File: src/rtl/tws_pkg.sv
// package for the temperature window statistics block
// shared widths, constants and divider handshake types; no dependencies

package tws_pkg;

  // sizing
  localparam int WINDOW_DEPTH = 64;
  localparam int SAMPLES_LOG2 = 7;

  // fixed field widths
  localparam int SAMPLE_W = 16;
  localparam int TEMP_W   = 8;
  localparam int SCALE_W  = 8;
  localparam int WLEN_W   = 7;
  localparam int CFG_IDX_W  = 1;
  localparam int CFG_DATA_W = 8;

  // derived widths
  localparam int BLOCK_LEN = 1 << SAMPLES_LOG2;
  localparam int ACC_W     = SAMPLE_W + SAMPLES_LOG2;
  localparam int CNT_W     = SAMPLES_LOG2 + 1;
  localparam int WIN_IDX_W = (WINDOW_DEPTH > 1) ? $clog2(WINDOW_DEPTH) : 1;
  localparam int LEN_W     = $clog2(WINDOW_DEPTH + 1);
  localparam int SUM_W     = $clog2(255 * WINDOW_DEPTH + 1);
  localparam int DIV_CNT_W = $clog2(SUM_W + 1);
  localparam int PROD_W    = SAMPLE_W + SCALE_W;

  // reset values
  localparam logic [SCALE_W-1:0] SCALE_RESET = SCALE_W'(170);
  localparam logic [WLEN_W-1:0]  WLEN_RESET  = WLEN_W'(50);
  localparam logic [TEMP_W-1:0]  LOW_RESET   = TEMP_W'(255);

  // input commands
  localparam logic CMD_SAMPLE = 1'b0;
  localparam logic CMD_CLEAR  = 1'b1;

  // configuration register indexes
  localparam logic [CFG_IDX_W-1:0] REG_SCALE_FACTOR  = CFG_IDX_W'(0);
  localparam logic [CFG_IDX_W-1:0] REG_WINDOW_LENGTH = CFG_IDX_W'(1);

  // divider request and response
  typedef struct packed {
    logic             start;
    logic [SUM_W-1:0] dividend;
    logic [LEN_W-1:0] divisor;
  } div_req_t;

  typedef struct packed {
    logic             done;
    logic [SUM_W-1:0] quotient;
  } div_rsp_t;

  // clamp the window length register to 1..WINDOW_DEPTH
  function automatic logic [LEN_W-1:0] effective_len(input logic [WLEN_W-1:0] wl);
    logic [LEN_W-1:0] res;
    if (wl == '0) begin
      res = LEN_W'(1);
    end else if (9'(wl) > 9'(WINDOW_DEPTH)) begin
      res = LEN_W'(WINDOW_DEPTH);
    end else begin
      res = LEN_W'(wl);
    end
    return res;
  endfunction

endpackage

File: src/rtl/tws_div.sv
// restoring divider, one quotient bit per cycle, for the window mean
// depends on tws_pkg for widths and the request/response structs

module tws_div
  import tws_pkg::*;
(
  input  logic     clk_i,
  input  logic     rst_ni,
  input  div_req_t req_i,
  output div_rsp_t rsp_o
);

  logic                 busy_q, busy_d;
  logic                 done_q, done_d;
  logic [DIV_CNT_W-1:0] cnt_q, cnt_d;
  logic [LEN_W-1:0]     rem_q, rem_d;
  logic [SUM_W-1:0]     quo_q, quo_d;
  logic [LEN_W-1:0]     div_q, div_d;
  logic [LEN_W:0]       trial;
  logic                 fits;

  // one shift and subtract step
  assign trial = {rem_q, quo_q[SUM_W-1]};
  assign fits  = trial >= {1'b0, div_q};

  always_comb begin
    busy_d = busy_q;
    done_d = 1'b0;
    cnt_d  = cnt_q;
    rem_d  = rem_q;
    quo_d  = quo_q;
    div_d  = div_q;
    if (req_i.start) begin
      busy_d = 1'b1;
      cnt_d  = DIV_CNT_W'(SUM_W);
      rem_d  = '0;
      quo_d  = req_i.dividend;
      div_d  = req_i.divisor;
    end else if (busy_q) begin
      rem_d = fits ? LEN_W'(trial - {1'b0, div_q}) : trial[LEN_W-1:0];
      quo_d = {quo_q[SUM_W-2:0], fits};
      cnt_d = cnt_q - DIV_CNT_W'(1);
      if (cnt_q == DIV_CNT_W'(1)) begin
        busy_d = 1'b0;
        done_d = 1'b1;
      end
    end
  end

  always_ff @(posedge clk_i or negedge rst_ni) begin
    if (!rst_ni) begin
      busy_q <= 1'b0;
      done_q <= 1'b0;
      cnt_q  <= '0;
    end else begin
      busy_q <= busy_d;
      done_q <= done_d;
      cnt_q  <= cnt_d;
    end
  end

  // datapath registers
  always_ff @(posedge clk_i) begin
    rem_q <= rem_d;
    quo_q <= quo_d;
    div_q <= div_d;
  end

  assign rsp_o.done     = done_q;
  assign rsp_o.quotient = quo_q;

endmodule

File: src/rtl/temperature_window_statistics.sv
// temperature window statistics top level: block averaging, window and extremes
// depends on tws_pkg and instantiates tws_div for the window mean
//
// input channel: in_valid_i / in_stall_o with command_i and sample_i. a sample
// transfer only adds into the block accumulator. the transfer that completes
// a block of 2^SAMPLES_LOG2 samples starts a sequence: multiply by the scale
// factor together with the window memory read, window update, then the serial
// divider (one quotient bit per cycle) for the mean, then the final step that
// offers the result; in_stall_o stays high until that final step is done.
// a clear command produces no result.
// output channel: out_valid_o / out_stall_i. the result sits in an output
// register, so sample transfers go on while a result waits; a new result
// waits in the final step until the output register is free.
// configuration: cfg_valid_i / cfg_ready_o, accepted only while no completed
// block is being processed; writing the window length empties the window.
// reset: statistics cleared, minimum at 255, scale 170, window length 50; the
// window memory has no reset; its read data is only used for entries written
// since the window was last emptied.

module temperature_window_statistics
  import tws_pkg::*;
(
  input  logic                  clk_i,
  input  logic                  rst_ni,
  // input channel
  input  logic                  in_valid_i,
  output logic                  in_stall_o,
  input  logic                  command_i,
  input  logic [SAMPLE_W-1:0]   sample_i,
  // output channel
  output logic                  out_valid_o,
  input  logic                  out_stall_i,
  output logic [TEMP_W-1:0]     current_temp_o,
  output logic [TEMP_W-1:0]     mean_temp_o,
  output logic [TEMP_W-1:0]     max_temp_o,
  output logic [TEMP_W-1:0]     min_temp_o,
  output logic [SAMPLE_W-1:0]   block_average_o,
  // configuration write channel
  input  logic                  cfg_valid_i,
  output logic                  cfg_ready_o,
  input  logic [CFG_IDX_W-1:0]  cfg_index_i,
  input  logic [CFG_DATA_W-1:0] cfg_data_i
);

  typedef enum logic [2:0] {
    ST_IDLE,
    ST_MUL,
    ST_UPD,
    ST_DIV,
    ST_EMIT
  } state_e;

  state_e               state_q;
  logic [SCALE_W-1:0]   scale_q;
  logic [WLEN_W-1:0]    wlen_q;
  logic [ACC_W-1:0]     acc_q;
  logic [CNT_W-1:0]     cnt_q;
  logic [SAMPLE_W-1:0]  avg_q;
  logic [TEMP_W-1:0]    cur_q;
  logic [WIN_IDX_W-1:0] wp_q;
  logic [WIN_IDX_W-1:0] pos_q;
  logic [LEN_W-1:0]     fill_q;
  logic [SUM_W-1:0]     sum_q;
  logic [TEMP_W-1:0]    hi_q;
  logic [TEMP_W-1:0]    lo_q;
  logic [TEMP_W-1:0]    mean_q;
  logic                 out_valid_q;
  logic [TEMP_W-1:0]    out_cur_q, out_mean_q, out_max_q, out_min_q;
  logic [SAMPLE_W-1:0]  out_avg_q;

  logic [TEMP_W-1:0]    win_mem [WINDOW_DEPTH];
  logic [TEMP_W-1:0]    rd_data_q;

  logic                 in_xfer, cfg_xfer, out_xfer, out_free;
  logic [ACC_W-1:0]     acc_sum;
  logic [PROD_W-1:0]    prod;
  logic [LEN_W-1:0]     len;
  logic [WIN_IDX_W-1:0] pos;
  logic [LEN_W-1:0]     pos_inc;
  logic                 fill_grow;
  logic [LEN_W-1:0]     fill_d;
  logic [SUM_W-1:0]     sum_d;
  div_req_t             div_req;
  div_rsp_t             div_rsp;

  // handshakes
  assign in_stall_o  = (state_q != ST_IDLE);
  assign cfg_ready_o = (state_q == ST_IDLE);
  assign in_xfer     = in_valid_i && !in_stall_o;
  assign cfg_xfer    = cfg_valid_i && cfg_ready_o;
  assign out_xfer    = out_valid_q && !out_stall_i;
  assign out_free    = !out_valid_q || !out_stall_i;

  // block accumulation and scaling
  assign acc_sum = acc_q + ACC_W'(sample_i);
  assign prod    = PROD_W'(avg_q) * PROD_W'(scale_q);

  // window position and update
  assign len       = effective_len(wlen_q);
  assign pos       = (LEN_W'(wp_q) >= len) ? '0 : wp_q;
  assign pos_inc   = LEN_W'(pos_q) + LEN_W'(1);
  assign fill_grow = fill_q < len;
  assign fill_d    = fill_grow ? fill_q + LEN_W'(1) : fill_q;
  assign sum_d     = fill_grow ? sum_q + SUM_W'(cur_q)
                               : sum_q - SUM_W'(rd_data_q) + SUM_W'(cur_q);

  // mean divider request
  assign div_req.start    = (state_q == ST_UPD);
  assign div_req.dividend = sum_d;
  assign div_req.divisor  = fill_d;

  tws_div u_div (
    .clk_i  (clk_i),
    .rst_ni (rst_ni),
    .req_i  (div_req),
    .rsp_o  (div_rsp)
  );

  // window memory, registered read
  always_ff @(posedge clk_i) begin
    if (state_q == ST_MUL) begin
      rd_data_q <= win_mem[pos];
    end
    if (state_q == ST_UPD) begin
      win_mem[pos_q] <= cur_q;
    end
  end

  // sequencer, statistics and registered outputs
  always_ff @(posedge clk_i or negedge rst_ni) begin
    if (!rst_ni) begin
      state_q     <= ST_IDLE;
      scale_q     <= SCALE_RESET;
      wlen_q      <= WLEN_RESET;
      acc_q       <= '0;
      cnt_q       <= '0;
      wp_q        <= '0;
      fill_q      <= '0;
      sum_q       <= '0;
      hi_q        <= '0;
      lo_q        <= LOW_RESET;
      out_valid_q <= 1'b0;
    end else begin
      if (out_xfer) begin
        out_valid_q <= 1'b0;
      end
      unique case (state_q)
        ST_IDLE: begin
          if (cfg_xfer) begin
            unique case (cfg_index_i)
              REG_SCALE_FACTOR: begin
                scale_q <= cfg_data_i[SCALE_W-1:0];
              end
              REG_WINDOW_LENGTH: begin
                wlen_q <= cfg_data_i[WLEN_W-1:0];
                wp_q   <= '0;
                fill_q <= '0;
                sum_q  <= '0;
              end
              default: begin
              end
            endcase
          end
          if (in_xfer) begin
            if (command_i == CMD_CLEAR) begin
              acc_q  <= '0;
              cnt_q  <= '0;
              wp_q   <= '0;
              fill_q <= '0;
              sum_q  <= '0;
              hi_q   <= '0;
              lo_q   <= LOW_RESET;
            end else if (cnt_q == CNT_W'(BLOCK_LEN - 1)) begin
              avg_q   <= acc_sum[ACC_W-1 -: SAMPLE_W];
              acc_q   <= '0;
              cnt_q   <= '0;
              state_q <= ST_MUL;
            end else begin
              acc_q <= acc_sum;
              cnt_q <= cnt_q + CNT_W'(1);
            end
          end
        end
        ST_MUL: begin
          cur_q   <= prod[PROD_W-1 -: TEMP_W];
          pos_q   <= pos;
          state_q <= ST_UPD;
        end
        ST_UPD: begin
          fill_q  <= fill_d;
          sum_q   <= sum_d;
          wp_q    <= (pos_inc >= len) ? '0 : pos_inc[WIN_IDX_W-1:0];
          if (cur_q > hi_q) begin
            hi_q <= cur_q;
          end
          if (cur_q < lo_q) begin
            lo_q <= cur_q;
          end
          state_q <= ST_DIV;
        end
        ST_DIV: begin
          if (div_rsp.done) begin
            mean_q  <= div_rsp.quotient[TEMP_W-1:0];
            state_q <= ST_EMIT;
          end
        end
        ST_EMIT: begin
          if (out_free) begin
            out_valid_q <= 1'b1;
            state_q     <= ST_IDLE;
          end
        end
        default: begin
          state_q <= ST_IDLE;
        end
      endcase
    end
  end

  // output payload register
  always_ff @(posedge clk_i) begin
    if (state_q == ST_EMIT && out_free) begin
      out_cur_q  <= cur_q;
      out_mean_q <= mean_q;
      out_max_q  <= hi_q;
      out_min_q  <= lo_q;
      out_avg_q  <= avg_q;
    end
  end

  assign out_valid_o     = out_valid_q;
  assign current_temp_o  = out_cur_q;
  assign mean_temp_o     = out_mean_q;
  assign max_temp_o      = out_max_q;
  assign min_temp_o      = out_min_q;
  assign block_average_o = out_avg_q;

endmodule
File: config.mk
export PLATFORM = sky130hd
export DESIGN_NAME = temperature_window_statistics
export DESIGN_NICKNAME = d
export VERILOG_FILES = /design/src/rtl/tws_pkg.sv /design/src/rtl/tws_div.sv /design/src/rtl/temperature_window_statistics.sv
export SDC_FILE = /design/constraint.sdc
export NUM_CORES = 1
export LEC_CHECK = 0
export BUFFER_PORTS_ARGS = -buffer_cell sky130_fd_sc_hd__buf_2
export CAP_MARGIN = 0
export CORE_MARGIN = 2
export CORE_UTILIZATION = 40
export CTS_BUF_LIST = sky130_fd_sc_hd__clkbuf_8
export CTS_CLUSTER_DIAMETER = 200
export DETAILED_ROUTE_END_ITERATION = 10
export GPL_TIMING_DRIVEN = 0
export PLACE_DENSITY_LB_ADDON = 0.3
export SYNTH_ARGS = -nofsm -noshare
export SYNTH_HDL_FRONTEND = slang
export SYNTH_HIERARCHICAL = 1
export SYNTH_SLANG_ARGS = --single-unit
File: constraint.sdc
create_clock -name clk_i -period 8.4 [get_ports clk_i]
set_input_delay 1.26 -clock clk_i [delete_from_list [all_inputs] [get_ports clk_i]]
set_output_delay 1.26 -clock clk_i [all_outputs]
set_load 0.1 [all_outputs]
==> results.ini <==
[route]
vias = 23645
m1WireLength_mm = 41.5
drt-wirelength-per-cell_um = 22.4
first_pass_iters = 6
dr_wl_met2_mm = 43.8
routed_wl_mm = 95.8
drc = 0
maxUsedRoutingLayer = met4
antenna_left = 0
drt_iter0_markers = 2386
vias_per_cell = 5.53
routed-wl-met3_mm = 6.76

[floorplan]
fp.dieW_um = 305
io_pins = 82
die_h_um = 305
rows = 110
start_util_pct = 40.3
die_area_um2 = 92900
coreArea_um2 = 89900

[clocking]
insertion_delay_ps = 790
cts_max_level = 3
cts_hold_buf = 0
cts_tree = built
post_cts_resized = 0
cts_buffer_depth = 3
numCtsBuffers = 117
cts_setup_buffers = 0
cts-root-buf = clkbuf_8
clkTransAtPathRegs_ps = 70
clkSinkCount = 733

[final_layout]
drive_above_1_share_pct = 14.2
final_cell_mix = edfxtp_1 (627), inv_1 (221), nand2_1 (164), nor2_1 (148), ha_1 (129)
nets = 3252
final_common_cell = edfxtp_1
layoutNonFillerInstCount = 4276
fillers = 8055
synthToLayoutAreaGrowth_pct = 13.8

[timing]
tns_ps = 0
hold_viol = 0
setup_ws_ps = 1940
fmax_mhz = 155
finalSetupViolCount = 0
grt_setup_unrepaired = false
post-route-min-period_ps = 6460
worstMarginPinSlew_ps = 1060
fin_crit_sh_pct = 76.9
max_slew_margin_pct = 29.1
whs_ps = 330
maxSlewViolCount = 0
fin_skew_ps = 54.1

[logic_synthesis]
ys_warn_count = 6
yosysSeqAreaShare_pct = 59.3
synth_cells = 2767
synthArstFlopShare_pct = 13.5
ys_seq_elements = 733
netlist_area_um2 = 36200
synth_edf_count = 627
synth-main-ff-cell = edfxtp_1
synth_fp_nets = 3021
postSynthAreaPerCell_um2 = 13.1
ys_types = 94

[pwr]
leakage_nw = 15.5
max-vdd-ir-drop_mv = 0.123
p_per_area_nw_per_um2 = 210
total_power_mw = 8.66

[run_status]
status = complete, no violations

[run]
maxCapViolCount = 0

[critical_path]
start_kind = flop
path_max_fanout = 10
worstPathArrival_ps = 6900
required_ps = 8840
critPathKind = reg2reg
endpoint_kind = flop

[placement]
gp_congestion = 0.930
io_buffer_count = 81
place_ws_ps = 2200
dp_hpwl_mm = 68.5
placed_cells = 4055

[min_path]
hold_path.class = in2async

[global_routing]
grt_pass1_wl_mm = 144
grt_usage_pct = 20.4
grt_pass1_vias = 23347
antenna_found_initial = 3
grt_max_degree = 87
grt.overflow.total = 0

-- critical path: stages, from the launching register on --
cell	delay [ps]
dfrtp_1	400
clkbuf_1	190
inv_1	150
clkbuf_1	330
clkbuf_1	390
clkbuf_1	670
ha_1	250
nor2b_1	60
o21a_1	280
o211ai_2	740
buf_2	480
buf_1	650
mux4_2	460
a221oi_1	790
o22ai_1	280
-- where the power goes --
part | total (mW) | internal, mW | leakage (nW) | switching (mW)
clock network | 2.99 | 1.52 | 1.33 | 1.47
registers | 4.04 | 4.00 | 6.91 | 0.0457
logic | 1.63 | 0.688 | 7.29 | 0.947
total | 8.66 | 6.20 | 15.5 | 2.46
-- through the flow --
stage               util (%)  cell area, um2
finish                  45.8           41200
global route            45.8           41200
CTS                     45.8           41200
detailed placement      43.3           38900
global placement        42.4           38100
floorplan                  -           36200
-- worst paths after layout --
| check | cells past startpoint | startpoint | endpoint | slack [ps] |
|---|---|---|---|---|
| hold / removal | 1 | rst_ni | acc_q[1] | 330 |
| setup reg to reg | 14 | wp_q[0] | rd_data_q[0] | 1940 |
| max in group asynchronous | 2 | rst_ni | scale_q[1] | 7290 |
| setup / recovery | 14 | wp_q[0] | rd_data_q[0] | 1940 |
| min in group clk_i | 0 | mean_q[5] | mean_temp_o[5] | 420 |
| hold reg to reg | 0 | mean_q[5] | mean_temp_o[5] | 420 |
-- area by class of cell --
type / instances / area (um2) / area share, %
multi-input cells: 1722 / 13500 / 32.8
inverters: 184 / 691 / 1.68
well taps: 1176 / 1470 / 3.57
diodes: 3 / 7.51 / 0.0182
clock inverters: 93 / 581 / 1.41
repair buffers: 112 / 1210 / 2.93
clock buffers: 125 / 1720 / 4.18
plain buffers: 128 / 541 / 1.31
flip-flops and latches: 733 / 21500 / 52.1
-- flip-flops by register name (all words and copies together) (netlist names), 8 cells and up --
| register | count |
|---|---|
| sum_q | 14 |
| rd_data_q | 8 |
| win_mem | 512 |
| max_temp_o | 8 |
| u_div/quo_q | 14 |
| avg_q | 16 |
| min_temp_o | 8 |
| lo_q | 8 |
| cnt_q | 8 |
| current_temp_o | 8 |
| mean_temp_o | 8 |
| acc_q | 23 |
| mean_q | 8 |
| cur_q | 8 |
| hi_q | 8 |
| block_average_o | 16 |
| scale_q | 8 |
-- per-layer routing --
layer	up-vias	track usage, %
met2	848	32.0
met3	209	3.30
met5	-	0
li1	10778	-
met1	11810	28.4
met4	0	8.52
-- cells by family after synthesis --
kind of cell | after synthesis | share of synthesized area [%]
compound gates | 569 | 11.2
fa+ha+maj | 223 | 9.66
buf+inv | 312 | 3.40
mux | 146 | 4.75
xor+xnor | 65 | 1.57
flops | 733 | 59.3
simple gates | 719 | 10.2
-- cells in the mapped netlist (26+ instances only) --
library cell	number	area share, %
edfxtp_1	627	52
or2_2	52	0.90
nor2_1	149	1.5
ha_1	129	4.5
nor3_1	54	0.75
dfrtp_1	84	5.8
a21o_1	26	0.54
fa_1	94	5.2
a21oi_1	107	1.5
inv_1	178	1.8
a211o_1	35	0.85
xnor2_1	44	1.1
o2111ai_1	26	0.63
o21ai_0	111	1.5
mux2_2	41	1.3
nand2_1	164	1.7
and2_1	115	2.0
a22o_1	36	0.87
clkbuf_1	99	1.0
nand3_1	44	0.61
mux2i_1	85	2.4
No activity file was read; power rests on OpenSTA's default activity.
